`src/hw/rtl/command_retry_tracker_top_assert.svh`:
```
// Assertion macros used by the tracker engine.
`ifndef COMMAND_RETRY_TRACKER_TOP_ASSERT_SVH
`define COMMAND_RETRY_TRACKER_TOP_ASSERT_SVH

`ifndef SYNTH
`define CRT_ASSERT_NOW(label, clk, rst_n, ante, cons) \
	label: assert property (@(posedge clk) disable iff (!rst_n) (ante) |-> (cons)) \
		else $error("assertion failed");
`define CRT_ASSERT_NEXT(label, clk, rst_n, ante, cons) \
	label: assert property (@(posedge clk) disable iff (!rst_n) (ante) |=> (cons)) \
		else $error("assertion failed");
`else
`define CRT_ASSERT_NOW(label, clk, rst_n, ante, cons)
`define CRT_ASSERT_NEXT(label, clk, rst_n, ante, cons)
`endif

`endif

```
`src/hw/rtl/crt_pkg.sv`:
```
package crt_pkg;

	typedef enum logic [1:0] {
		CMD_ISSUE  = 2'd0,
		CMD_ACK    = 2'd1,
		CMD_CANCEL = 2'd2,
		CMD_TICK   = 2'd3
	} cmd_t;

	typedef enum logic [1:0] {
		EV_SEND   = 2'd0,
		EV_STATUS = 2'd1,
		EV_FULL   = 2'd2
	} evt_t;

	typedef enum logic [1:0] {
		CFG_RETRY_INTERVAL = 2'd0,
		CFG_MAX_ATTEMPTS   = 2'd1
	} cfg_reg_t;

	localparam logic [2:0] ST_SENDING   = 3'd1;
	localparam logic [2:0] ST_COMPLETED = 3'd3;
	localparam logic [2:0] ST_REJECTED  = 3'd4;
	localparam logic [2:0] ST_CANCELED  = 3'd5;

	localparam logic [15:0] RETRY_INTERVAL_RESET = 16'd500;
	localparam logic [2:0]  MAX_ATTEMPTS_RESET   = 3'd5;

	typedef enum logic [2:0] {
		S_IDLE,
		S_SCAN,
		S_ALLOC,
		S_REPORT,
		S_FLUSH
	} state_t;

	typedef struct packed {
		cmd_t       cmd;
		logic [7:0] vehicle_id;
		logic [7:0] command_type;
		logic [2:0] ack_status;
	} req_t;

	typedef struct packed {
		logic [1:0] event_kind;
		logic [3:0] entry_slot;
		logic [7:0] out_vehicle;
		logic [7:0] out_type;
		logic [2:0] attempt;
		logic [2:0] new_status;
		logic       last;
	} rsp_t;

	typedef struct packed {
		logic [7:0]  vehicle;
		logic [7:0]  ctype;
		logic [2:0]  attempts;
		logic [15:0] countdown;
	} entry_t;

endpackage

```
`src/hw/rtl/command_retry_tracker_top.sv`:
```
// Outstanding-command tracker: each request (issue, acknowledge, cancel or tick) walks the
// slot table one entry per cycle, except while the result side stalls or a slot rejected on
// a tick reports its rejection, through the read port and write port of the slot memory.
// Results of an acknowledge, cancel or tick leave in ascending slot order, with last set on
// the final result of a request; acknowledge, cancel and tick requests that touch no entry
// produce nothing. Valid bits clear at reset, so no clearing pass is needed.
// Configuration writes (index 0 retry interval, 1 max attempts) are always accepted; make
// them only while no request is in flight.
module command_retry_tracker_top #(
	parameter int TABLE_ENTRIES = 16
) (
	input  logic          clk,
	input  logic          arst_n,
	input  logic          req_valid,
	output logic          req_stall,
	input  crt_pkg::req_t req,
	output logic          rsp_valid,
	input  logic          rsp_stall,
	output crt_pkg::rsp_t rsp,
	input  logic          cfg_valid,
	output logic          cfg_ready,
	input  logic [1:0]    cfg_index,
	input  logic [15:0]   cfg_data
);

	logic [15:0]   retry_interval_q;
	logic [2:0]    max_attempts_q;
	logic          push_valid;
	logic          push_ready;
	crt_pkg::rsp_t push_rsp;

	assign cfg_ready = 1'b1;

	always_ff @(posedge clk or negedge arst_n) begin
		if (!arst_n) begin
			retry_interval_q <= crt_pkg::RETRY_INTERVAL_RESET;
			max_attempts_q   <= crt_pkg::MAX_ATTEMPTS_RESET;
		end else if (cfg_valid && cfg_ready) begin
			case (cfg_index)
				crt_pkg::CFG_RETRY_INTERVAL: retry_interval_q <= cfg_data;
				crt_pkg::CFG_MAX_ATTEMPTS:   max_attempts_q   <= cfg_data[2:0];
				default: ;
			endcase
		end
	end

	crt_engine #(
		.TABLE_ENTRIES(TABLE_ENTRIES)
	) u_engine (
		.clk           (clk),
		.arst_n        (arst_n),
		.req_valid     (req_valid),
		.req_stall     (req_stall),
		.req           (req),
		.retry_interval(retry_interval_q),
		.max_attempts  (max_attempts_q),
		.push_valid    (push_valid),
		.push_rsp      (push_rsp),
		.push_ready    (push_ready)
	);

	crt_out u_out (
		.clk       (clk),
		.arst_n    (arst_n),
		.push_valid(push_valid),
		.push_rsp  (push_rsp),
		.push_ready(push_ready),
		.rsp_valid (rsp_valid),
		.rsp_stall (rsp_stall),
		.rsp       (rsp)
	);

endmodule

```
`src/hw/rtl/crt_out.sv`:
```
module crt_out (
	input  logic          clk,
	input  logic          arst_n,
	input  logic          push_valid,
	input  crt_pkg::rsp_t push_rsp,
	output logic          push_ready,
	output logic          rsp_valid,
	input  logic          rsp_stall,
	output crt_pkg::rsp_t rsp
);

	logic          out_valid_q;
	crt_pkg::rsp_t out_q;

	assign push_ready = !out_valid_q || !rsp_stall;
	assign rsp_valid  = out_valid_q;
	assign rsp        = out_q;

	always_ff @(posedge clk or negedge arst_n) begin
		if (!arst_n) begin
			out_valid_q <= 1'b0;
		end else if (push_valid && push_ready) begin
			out_valid_q <= 1'b1;
		end else if (!rsp_stall) begin
			out_valid_q <= 1'b0;
		end
	end

	always_ff @(posedge clk) begin
		if (push_valid && push_ready) begin
			out_q <= push_rsp;
		end
	end

endmodule

```
`src/hw/rtl/crt_engine.sv`:
```
module crt_engine #(
	parameter int TABLE_ENTRIES = 16
) (
	input  logic          clk,
	input  logic          arst_n,
	input  logic          req_valid,
	output logic          req_stall,
	input  crt_pkg::req_t req,
	input  logic [15:0]   retry_interval,
	input  logic [2:0]    max_attempts,
	output logic          push_valid,
	output crt_pkg::rsp_t push_rsp,
	input  logic          push_ready
);

	localparam int IW = $clog2(TABLE_ENTRIES);
	localparam logic [IW-1:0] LAST_SLOT = IW'(TABLE_ENTRIES - 1);

	crt_pkg::entry_t mem [TABLE_ENTRIES];
	crt_pkg::entry_t rdata_q;
	crt_pkg::entry_t wdata;
	logic [IW-1:0]   raddr;
	logic [IW-1:0]   waddr;
	logic            we;

	crt_pkg::state_t state_q, state_d;
	crt_pkg::req_t   item_q;
	logic [IW-1:0]   scan_q;
	logic            phase_q, phase_d;
	logic [TABLE_ENTRIES-1:0] valid_q;
	logic            found_m_q, found_f_q;
	logic [IW-1:0]   m_slot_q, f_slot_q;
	logic            pend_valid_q;
	crt_pkg::rsp_t   pend_q;

	logic            accept;
	logic            cur_valid;
	logic            hit;
	logic            room;
	logic [2:0]      ack_st;
	logic            ack_fin;
	logic [2:0]      tick_att;
	logic            have_free;
	logic [IW-1:0]   free_sel;
	logic            emit;
	crt_pkg::rsp_t   emit_rsp;
	logic            adv;
	logic            vclr;
	logic            vset;
	logic            rec_m;
	logic            rec_f;

	assign accept    = req_valid && (state_q == crt_pkg::S_IDLE);
	assign req_stall = (state_q != crt_pkg::S_IDLE);
	assign cur_valid = valid_q[scan_q];
	assign hit       = cur_valid && (rdata_q.vehicle == item_q.vehicle_id)
		&& (rdata_q.ctype == item_q.command_type);
	assign room      = !pend_valid_q || push_ready;
	assign ack_st    = (item_q.cmd == crt_pkg::CMD_CANCEL) ? crt_pkg::ST_CANCELED
		: item_q.ack_status;
	assign ack_fin   = (ack_st == crt_pkg::ST_COMPLETED) || (ack_st == crt_pkg::ST_REJECTED)
		|| (ack_st == crt_pkg::ST_CANCELED);
	assign tick_att  = rdata_q.attempts + 3'd1;
	assign have_free = found_m_q || found_f_q;
	assign free_sel  = (found_m_q && (!found_f_q || (m_slot_q < f_slot_q))) ? m_slot_q
		: f_slot_q;

	always_comb begin
		state_d  = state_q;
		phase_d  = phase_q;
		adv      = 1'b0;
		emit     = 1'b0;
		emit_rsp = '0;
		we       = 1'b0;
		waddr    = scan_q;
		wdata    = rdata_q;
		vclr     = 1'b0;
		vset     = 1'b0;
		rec_m    = 1'b0;
		rec_f    = 1'b0;
		raddr    = '0;
		case (state_q)
			crt_pkg::S_IDLE: begin
				if (req_valid) begin
					state_d = crt_pkg::S_SCAN;
				end
			end
			crt_pkg::S_SCAN: begin
				case (item_q.cmd)
					crt_pkg::CMD_ISSUE: begin
						if (hit && !found_m_q) begin
							if (room) begin
								emit                = 1'b1;
								emit_rsp.event_kind = crt_pkg::EV_STATUS;
								emit_rsp.entry_slot = 4'(scan_q);
								emit_rsp.out_vehicle = item_q.vehicle_id;
								emit_rsp.out_type   = item_q.command_type;
								emit_rsp.new_status = crt_pkg::ST_CANCELED;
								vclr                = 1'b1;
								rec_m               = 1'b1;
								adv                 = 1'b1;
							end
						end else begin
							rec_f = !cur_valid && !found_f_q;
							adv   = 1'b1;
						end
					end
					crt_pkg::CMD_ACK, crt_pkg::CMD_CANCEL: begin
						if (hit) begin
							if (room) begin
								emit                = 1'b1;
								emit_rsp.event_kind = crt_pkg::EV_STATUS;
								emit_rsp.entry_slot = 4'(scan_q);
								emit_rsp.out_vehicle = item_q.vehicle_id;
								emit_rsp.out_type   = item_q.command_type;
								emit_rsp.new_status = ack_st;
								vclr                = ack_fin;
								adv                 = 1'b1;
							end
						end else begin
							adv = 1'b1;
						end
					end
					crt_pkg::CMD_TICK: begin
						if (!cur_valid) begin
							adv = 1'b1;
						end else if (rdata_q.countdown > 16'd1) begin
							we              = 1'b1;
							wdata.countdown = rdata_q.countdown - 16'd1;
							adv             = 1'b1;
						end else if (!phase_q) begin
							if (room) begin
								emit                = 1'b1;
								emit_rsp.event_kind = crt_pkg::EV_SEND;
								emit_rsp.entry_slot = 4'(scan_q);
								emit_rsp.out_vehicle = rdata_q.vehicle;
								emit_rsp.out_type   = rdata_q.ctype;
								emit_rsp.attempt    = tick_att;
								if (tick_att >= max_attempts) begin
									phase_d = 1'b1;
								end else begin
									we              = 1'b1;
									wdata.attempts  = tick_att;
									wdata.countdown = retry_interval;
									adv             = 1'b1;
								end
							end
						end else begin
							if (room) begin
								emit                = 1'b1;
								emit_rsp.event_kind = crt_pkg::EV_STATUS;
								emit_rsp.entry_slot = 4'(scan_q);
								emit_rsp.out_vehicle = rdata_q.vehicle;
								emit_rsp.out_type   = rdata_q.ctype;
								emit_rsp.new_status = crt_pkg::ST_REJECTED;
								vclr                = 1'b1;
								phase_d             = 1'b0;
								adv                 = 1'b1;
							end
						end
					end
					default: begin
						adv = 1'b1;
					end
				endcase
				if (adv && (scan_q == LAST_SLOT)) begin
					state_d = (item_q.cmd == crt_pkg::CMD_ISSUE) ? crt_pkg::S_ALLOC
						: crt_pkg::S_FLUSH;
				end
				raddr = (adv && (scan_q != LAST_SLOT)) ? IW'(scan_q + 1'b1) : scan_q;
			end
			crt_pkg::S_ALLOC: begin
				if (room) begin
					emit                 = 1'b1;
					emit_rsp.out_vehicle = item_q.vehicle_id;
					emit_rsp.out_type    = item_q.command_type;
					if (have_free) begin
						emit_rsp.event_kind = crt_pkg::EV_SEND;
						emit_rsp.entry_slot = 4'(free_sel);
						we                  = 1'b1;
						waddr               = free_sel;
						wdata.vehicle       = item_q.vehicle_id;
						wdata.ctype         = item_q.command_type;
						wdata.attempts      = 3'd0;
						wdata.countdown     = retry_interval;
						vset                = 1'b1;
						state_d             = crt_pkg::S_REPORT;
					end else begin
						emit_rsp.event_kind = crt_pkg::EV_FULL;
						state_d             = crt_pkg::S_FLUSH;
					end
				end
			end
			crt_pkg::S_REPORT: begin
				if (room) begin
					emit                 = 1'b1;
					emit_rsp.event_kind  = crt_pkg::EV_STATUS;
					emit_rsp.entry_slot  = 4'(free_sel);
					emit_rsp.out_vehicle = item_q.vehicle_id;
					emit_rsp.out_type    = item_q.command_type;
					emit_rsp.new_status  = crt_pkg::ST_SENDING;
					state_d              = crt_pkg::S_FLUSH;
				end
			end
			crt_pkg::S_FLUSH: begin
				if (!pend_valid_q || push_ready) begin
					state_d = crt_pkg::S_IDLE;
				end
			end
			default: begin
				state_d = crt_pkg::S_IDLE;
			end
		endcase
	end

	assign push_valid = pend_valid_q && (emit || ((state_q == crt_pkg::S_FLUSH) && push_ready));

	always_comb begin
		push_rsp      = pend_q;
		push_rsp.last = (state_q == crt_pkg::S_FLUSH);
	end

	always_ff @(posedge clk) begin
		if (we) begin
			mem[waddr] <= wdata;
		end
		rdata_q <= mem[raddr];
	end

	always_ff @(posedge clk or negedge arst_n) begin
		if (!arst_n) begin
			state_q      <= crt_pkg::S_IDLE;
			phase_q      <= 1'b0;
			scan_q       <= '0;
			valid_q      <= '0;
			found_m_q    <= 1'b0;
			found_f_q    <= 1'b0;
			pend_valid_q <= 1'b0;
		end else begin
			state_q <= state_d;
			phase_q <= phase_d;
			if (accept) begin
				scan_q    <= '0;
				found_m_q <= 1'b0;
				found_f_q <= 1'b0;
			end else if (adv && (scan_q != LAST_SLOT)) begin
				scan_q <= IW'(scan_q + 1'b1);
			end
			if (rec_m) begin
				found_m_q <= 1'b1;
			end
			if (rec_f) begin
				found_f_q <= 1'b1;
			end
			if (vclr) begin
				valid_q[scan_q] <= 1'b0;
			end
			if (vset) begin
				valid_q[free_sel] <= 1'b1;
			end
			if (emit) begin
				pend_valid_q <= 1'b1;
			end else if ((state_q == crt_pkg::S_FLUSH) && push_ready) begin
				pend_valid_q <= 1'b0;
			end
		end
	end

	always_ff @(posedge clk) begin
		if (accept) begin
			item_q <= req;
		end
		if (rec_m) begin
			m_slot_q <= scan_q;
		end
		if (rec_f) begin
			f_slot_q <= scan_q;
		end
		if (emit) begin
			pend_q <= emit_rsp;
		end
	end

`include "command_retry_tracker_top_assert.svh"

	`CRT_ASSERT_NOW(a_push_fits, clk, arst_n, push_valid, push_ready)
	`CRT_ASSERT_NOW(a_idle_drained, clk, arst_n, state_q == crt_pkg::S_IDLE, !pend_valid_q)
	`CRT_ASSERT_NOW(a_phase_tick, clk, arst_n, phase_q,
		(state_q == crt_pkg::S_SCAN) && (item_q.cmd == crt_pkg::CMD_TICK))
	`CRT_ASSERT_NOW(a_alloc_free, clk, arst_n,
		(state_q == crt_pkg::S_ALLOC) && have_free, !valid_q[free_sel])
	`CRT_ASSERT_NEXT(a_report_set, clk, arst_n, state_q == crt_pkg::S_REPORT,
		valid_q[free_sel])

endmodule

```
`config.mk`:
```
export PLATFORM = sky130hd
export DESIGN_NAME = command_retry_tracker_top
export DESIGN_NICKNAME = d
export VERILOG_FILES = /design/src/hw/rtl/crt_pkg.sv /design/src/hw/rtl/command_retry_tracker_top.sv /design/src/hw/rtl/crt_out.sv /design/src/hw/rtl/crt_engine.sv
export VERILOG_INCLUDE_DIRS = /design/src /design/src/hw/rtl
export SDC_FILE = /design/constraint.sdc
export NUM_CORES = 1
export LEC_CHECK = 0
export BUFFER_PORTS_ARGS = -buffer_cell sky130_fd_sc_hd__buf_2
export CORE_MARGIN = 5
export CORE_UTILIZATION = 40
export CTS_BUF_LIST = sky130_fd_sc_hd__clkbuf_16
export CTS_CLUSTER_SIZE = 10
export DETAILED_ROUTE_END_ITERATION = 8
export GPL_TIMING_DRIVEN = 0
export PLACE_DENSITY_LB_ADDON = 0.05
export RECOVER_POWER = 25
export SYNTH_ARGS = -nofsm -noshare
export SYNTH_HDL_FRONTEND = slang
export SYNTH_SLANG_ARGS = --single-unit
```
`constraint.sdc`:
```
create_clock -name clk -period 6.9 [get_ports clk]
set_input_delay 1.38 -clock clk [delete_from_list [all_inputs] [get_ports clk]]
set_output_delay 1.38 -clock clk [all_outputs]
set_load 0.05 [all_outputs]
```
### Word level (Yosys, flattened, before mapping)

Memories as Yosys holds them, arrays and structs flattened. A register that Yosys moved wholly into a read port is not among the register bits.
Cells that the tools add are included.

| cells by class | value |
|---|---|
| bitwise logic cells | 8 |
| reduce and logical (&&, ||, !) cells | 42 |
| multiplexer cells | 110 |
| shift operators | 0 |
| $mul | 0 |
| order comparisons | 7 |
| equal/unequal tests | 21 |
| div/mod/pow operators | 0 |
| add/sub/neg operators | 3 |

Operators with widths:

| operator | count |
|---|---|
| one-hot mux 22 bit (3 select lines) | 2 |
| 2-to-1 mux 19 bit | 5 |
| 2-to-1 mux 22 bit | 4 |
| 2-to-1 mux 35 bit | 2 |
| 2-to-1 mux 16 bit | 4 |
| 2-to-1 mux 21 bit | 3 |
| 2-to-1 mux 28 bit | 2 |
| 2-to-1 mux 1 bit | 49 |
| 2-to-1 mux 3 bit | 16 |
| one-hot mux 19 bit (2 select lines) | 1 |
| 2-to-1 mux 4 bit | 9 |
| 2-to-1 mux 23 bit | 1 |
| AND 16 bit | 1 |
| == test 8 bit | 2 |
| greater-than comparator 16 x 1 -> 1 bit (second input constant) | 1 |
| inverter 16 bit | 1 |
| bitwise OR 16 bit | 1 |
| subtractor 16 x 1 -> 16 bit (second input constant) | 1 |
| one-hot mux 3 bit (5 select lines) | 1 |
| logical AND 1 bit | 14 |
| less-than comparator 4 x 5 -> 1 bit (second input constant) | 2 |
| == test 3 x 2 -> 1 bit (second input constant) | 3 |
| == test 3 bit (second input constant) | 3 |
| one-hot mux 1 bit (3 select lines) | 3 |
| other kinds (30) | 60 |

| word-level totals | value |
|---|---|
| memories kept | 1 |
| register bits | 133 |
| memory bits (read-only) | 0 |
| bits in writable memories | 560 |
| bits in latches | 0 |

Memories:

| name | words | bits a word | read ports | clocked after memory_dff | wr ports | line | RTL |
|---|---|---|---|---|---|---|---|
| u_engine.mem | 16 | 35 | 1 | 1 | 1 | crt_engine.sv:19 | `crt_pkg::entry_t mem [TABLE_ENTRIES];` |

### Logic depth before layout (Yosys ltp)

| depth | value |
|---|---|
| word-level depth | 13 |
| mapped depth | 16 |

### Cells and area by module

A second synthesis with hierarchy kept.

| second synthesis, totals | value |
|---|---|
| cell total of the unflattened synthesis | 1,806 |
| area total of the unflattened synthesis | 29,240.5 um^2 |

By module, submodules not included:

| module | area an instance (um^2) | cells an instance | times used |
|---|---|---|---|
| crt_engine | 27,570.2 | 1,730 | 1 |
| crt_out | 918.4 | 33 | 1 |
| command_retry_tracker_top | 752.0 | 43 | 1 |

### Least setup slack after synthesis

Ideal clock, no wire load.

| timing | value |
|---|---|
| kind | input port to flip-flop |
| from | input port rsp_stall |
| to | register u_out.out_q (netlist bit u_out.rsp[0]) (enable) |
| arrival | 4,850 ps |
| stages on the path | 8 |
| buffers on the path | 1 |
| slack | 1,590 ps |
| data required time | 6,440 ps |
| cell sequence | and3_1 > clkbuf_1 > nor4b_1 > inv_1 > o21ai_0 > a21o_1 > nor2_1 > a21boi_0 |

| between the ends | value |
|---|---|
| cells in the longest elaborated chain, start to end | 11 |

RTL lines:

| element | line | RTL |
|---|---|---|
| from (decl) | command_retry_tracker_top.sv:18 | `input logic rsp_stall,` |
| logical NOT 1 bit * | crt_out.sv:15 | `assign push_ready = !out_valid_q \|\| !rsp_stall;` |
| logical OR 1 bit * | crt_out.sv:15 |  |
| logical OR 1 bit | crt_engine.sv:58 | `assign room = !pend_valid_q \|\| push_ready;` |
| 2-to-1 mux 1 bit | -- |  |
| 2-to-1 mux 1 bit | crt_engine.sv:127 | `end else if (rdata_q.countdown > 16'd1) begin` |
| 2-to-1 mux 1 bit | crt_engine.sv:125 | `if (!cur_valid) begin` |
| one-hot mux 1 bit (3 select lines) | crt_engine.sv:89 | `case (item_q.cmd)` |
| one-hot mux 1 bit (2 select lines) | crt_engine.sv:82 | `case (state_q)` |
| logical OR 1 bit | crt_engine.sv:216 | `assign push_valid = pend_valid_q && (emit \|\| ((state_q == crt_pkg::S_FLUSH) && push_ready));` |
| logical AND 1 bit | crt_engine.sv:216 |  |
| logical AND 1 bit * | crt_out.sv:30 | `if (push_valid && push_ready) begin` |
| to (signal assigned) | crt_out.sv:31 | `out_q <= push_rsp;` |
| to (decl) | crt_out.sv:13 | `crt_pkg::rsp_t out_q;` |

Mark *: on every way between the ends. The rest lies on a longest branch, timed or not.
A chain may end at the register's enable or synchronous reset.

### Worst setup path in the final report

| timing | value |
|---|---|
| from | register u_engine.rdata_q[16] (netlist name) |
| to | memory u_engine.mem[11][17] (netlist name) (enable) |

| between the ends | value |
|---|---|
| cells in the longest elaborated chain, start to end | 11 |

RTL lines:

| element | line | RTL |
|---|---|---|
| adder 3 x 1 -> 3 bit | crt_engine.sv:63 | `assign tick_att = rdata_q.attempts + 3'd1;` |
| net u_engine.tick_att[2] | crt_engine.sv:42 | `logic [2:0] tick_att;` |
| >= comparator 3 bit | crt_engine.sv:139 | `if (tick_att >= max_attempts) begin` |
| 2-to-1 mux 1 bit | crt_engine.sv:139 |  |
| 2-to-1 mux 1 bit | crt_engine.sv:132 | `if (room) begin` |
| 2-to-1 mux 1 bit | crt_engine.sv:131 | `end else if (!phase_q) begin` |
| 2-to-1 mux 1 bit | crt_engine.sv:127 |  |
| 2-to-1 mux 1 bit | crt_engine.sv:125 |  |
| 2-to-1 mux 1 bit | crt_engine.sv:89 |  |
| one-hot mux 1 bit (2 select lines) | crt_engine.sv:82 |  |
| 2-to-1 mux 1 bit | crt_engine.sv:224 | `if (we) begin` |
| 2-to-1 mux 1 bit (implied by the code) | crt_engine.sv:225 | `mem[waddr] <= wdata;` |
| to (decl) | crt_engine.sv:19 |  |

The timed path passes the listed nets, and every way through them passes these cells.

==> impl_metrics.csv <==
group,metric,value,unit
finish,seq_area,0.02129,mm²
global_routing,antenna_found_initial,2,
clocking,cts_hold_buffers,0,
setup_path,crit_type,"reg -> reg",
clocking,cts_buffer_depth,3,
placement,io_buffers,74,
synth,synthDistinctLibCells,73,
timing,min_period,6356,ps
synth,ys.flop_type,"edfxtp_1",
die,dieWidth,283.2,µm
finish,multiInputGateArea,0.008023,mm²
die,io_pins,76,
clocking,ctsResizeCount,0,
timing,tightest_slew,2888,ps
timing,setup_violations,0,
setup_path,max_stage_delay,870,ps
placement,finalWeightedCongestion,0.8508,
synth,yosysSeqAreaShare,71.31,%
placement,place_inst,3092,
setup_path,cp-end-kind,"flop",
detailed_routing,drcViolationCount,0,
global_routing,grt_util_met3,3.601,%
setup_path,cp_slowest_cell,"nor3_1",
detailed_routing,ant_nets,0,
synth,yosys.area.top_type_share,64.99,%
power_and_ir_drop,power,15.24,mW
finish,fill_cells,6574,
global_routing,grt_util_met2,34.11,%
timing,fin_skew,23.28,ps
synth,synth.area.top_cells,"edfxtp_1 (65%), mux2_2 (4.5%), dfrtp_1 (3.3%)",
clocking,post_cts_buffers,0,
global_routing,grt_pass1_wl,125.4,mm
setup_path,path_cells,"ha_1, xor2_1, ha_1, a21oi_1, o21ai_0, nor3_1, o21ai_1, or2_2, o21ai_0, nand2b_1, nor2_4, buf_16",
clocking,clock_sinks,728,
setup_path,cp.required,7220,ps
hold_path,hold_path.class,"reg -> reg",
timing,rsz0062_at_grt,"no",
synth,ys_async_sr_fraction,6.456,%
die,start_util,40.23,%
synth,syn_avg_cell_area,14.75,µm²
power_and_ir_drop,p_leak,11.98,nW
power_and_ir_drop,max-vdd-ir-drop,0.2391,mV
clocking,cts-buffers-inserted,86,
synth,yosys.area.top_type,"edfxtp_1",
global_routing,grt_usage,20.92,%
timing,slew_viol_final,48,
finish,area_growth,16.05,%
synth,syn_nets,2083,
global_routing,grt-ovfl-total,0,
timing,finalSetupTns,0,ps
run,maxCapViolCount,1,
global_routing,grt_pass1_vias,18260,
clocking,root_buffer,"clkbuf_16",
outcome,status,"complete, but fails checks",
synth,synth-edff-count,646,
timing,timing.fmax,0.1573,GHz
synth,syn_inst,2023,
synth,ys_warn_count,0,
timing,min_period_over_period,92.12,%
synth,synth-seq-cells,728,
global_routing,busiest_layer,"met2",
timing,max_slew_margin,-92.50,%
detailed_routing,drt_pre_antenna_iters,6,
global_routing,use_met1,29.14,%
synth,syn_area,0.02985,mm²
outcome,violations,"capacitance limit, slew limit",
power_and_ir_drop,cellPowerDensity,440.0,mW/mm²
finish,stdcell_count,3251,
die,dieArea,0.08018,mm²
detailed_routing,vias,18260,
clocking,cts_tree,"built",
die,die_h,283.2,µm
detailed_routing,routed_wl,85.91,mm
placement,pre_cts_ws,575.1,ps
finish,layout-drive-gt1-share,17.97,%
clocking,insertion_delay,620,ps
die,coreArea,0.07420,mm²
global_routing,grt_max_degree,48,
setup_path,crit_fanout,22,
setup_path,start_kind,"flop",
die,rows,100,
timing,postLayoutSetupSlackWorst,543.6,ps
setup_path,cp.arrival,6680,ps
detailed_routing,viasPerCell,5.617,
timing,whs,407.8,ps
finish,nets,2271,
detailed_routing,drt_iter0_drc,1730,
clocking,h-tree-depth,3,
detailed_routing,wl_per_cell,26.43,µm
timing,final_hold_viol_count,0,
placement,place_hpwl,58.47,mm
clocking,clkTransAtPathRegs,60,ps
## metrics by stage
| step | cell area, µm² | util, % |
|---|---|---|
| 2_1_floorplan | 29850 | - |
| 4_1_cts | 34680 | 46.74 |
| 5_1_grt | 34640 | 46.68 |
| 3_5_place_dp | 32150 | 43.33 |
| 3_3_place_gp | 31430 | 42.36 |
| 6_report | 34640 | 46.68 |
## cells in the final DEF, fill, tap and decap left out, types with 32 or more instances in the layout
cell type  instances
edfxtp_1         646
nand2_1          259
mux2_2           118
nand3_1           96
clkbuf_1          92
a21oi_1           87
clkbuf_16         87
inv_1             82
buf_2             73
o22ai_1           70
mux2i_1           57
nor2_1            56
dfrtp_1           39
dfxtp_1           35
o21bai_1          33
a22o_1            33
o21ai_0           32
a221oi_1          32
nor4_2            32
## worst max-delay path, delay by kind of cell (launching register included)
kind            cells  cell delay, ps
simple gates        4            2590
compound gates      4            1250
fa+ha+maj           2             670
xor+xnor            1             660
flops               1             610
buf+inv             1             240
## sequential cells by signal, summed over array words and instances, names as in the netlist, 3 cells and up
name and cells:
u_engine.item_q 21, max_attempts_q 3, u_engine.scan_q 4, u_out.rsp 29, u_engine.f_slot_q 4, u_engine.rdata_q 35
u_engine.push_rsp 28, u_engine.m_slot_q 4, u_engine.state_q 3, retry_interval_q 16, u_engine.valid_q 16, u_engine.mem 560
## path summary, 6_finish.rpt
| check | cells past startpoint | start | slack [ps] | endpoint |
|---|---|---|---|---|
| min in group asynchronous | 1 | arst_n | 1690 | u_engine.valid_q[1] |
| max reg2reg | 12 | u_engine.rdata_q[16] | 540 | u_engine.mem[11][17] |
| max | 12 | u_engine.rdata_q[16] | 540 | u_engine.mem[11][17] |
| min reg2reg | 0 | u_engine.push_rsp[13] | 410 | u_out.rsp[13] |
| max in group asynchronous | 1 | arst_n | 3560 | retry_interval_q[14] |
| min | 0 | u_engine.push_rsp[13] | 410 | u_out.rsp[13] |
## synth_stat cells (11+ instances only)
cell type,number
o22ai_1,70
buf_2,32
mux2_1,29
xor2_1,20
o21ai_0,35
nand3_1,96
nor2_1,72
dfxtp_1,35
nand2_1,259
nor4_1,14
ha_1,16
nor3_1,14
a22o_1,33
a221oi_1,32
inv_1,26
mux2_2,118
a21oi_1,87
buf_6,11
o21bai_1,33
o31ai_1,11
clkbuf_1,57
edfxtp_1,646
dfrtp_1,39
nor4_2,32
mux2i_1,57
## layer usage
metal  share of wire (%)  wire, µm
met5                   0         0
met4                 2.4      2069
met2                  47     40590
met1                  44     37940
met3                 6.2      5307
## power by group
part,total (mW),switching [mW],internal [mW],leakage (nW)
Combinational,5.29,3.67,1.63,3.81
Clock,4.03,1.76,2.28,1.42
Sequential,5.92,0.245,5.67,6.75
Total,15.2,5.67,9.57,12.0
## logic make-up (layout without fill, tap and decap cells)
logic type | Yosys count | after routing | synth area share [%]
flip-flops | 728 | 728 | 71.31
other | 1 | 2 | 0.01256
multiplexers | 209 | 209 | 7.835
AND/OR/NAND/NOR | 544 | 544 | 8.933
XOR/XNOR | 22 | 22 | 0.6456
AO/OA/AOI/OAI | 364 | 364 | 8.330
adder cells (fa/ha/maj) | 16 | 16 | 0.6707
buffers and inverters | 139 | 397 | 2.259
## layout make-up
cell class / count / area share (%)
Clock buffer: 87 / 6.285
Multi-Input combinational cell: 1156 / 23.16
Clock inverter: 71 / 1.004
Antenna cell: 1 / 0.007224
Inverter: 27 / 0.2926
Tap cell: 969 / 3.500
Sequential cell: 728 / 61.45
Timing Repair Buffer: 100 / 2.644
Buffer: 112 / 1.654
No activity file was read; power rests on OpenSTA's default activity.
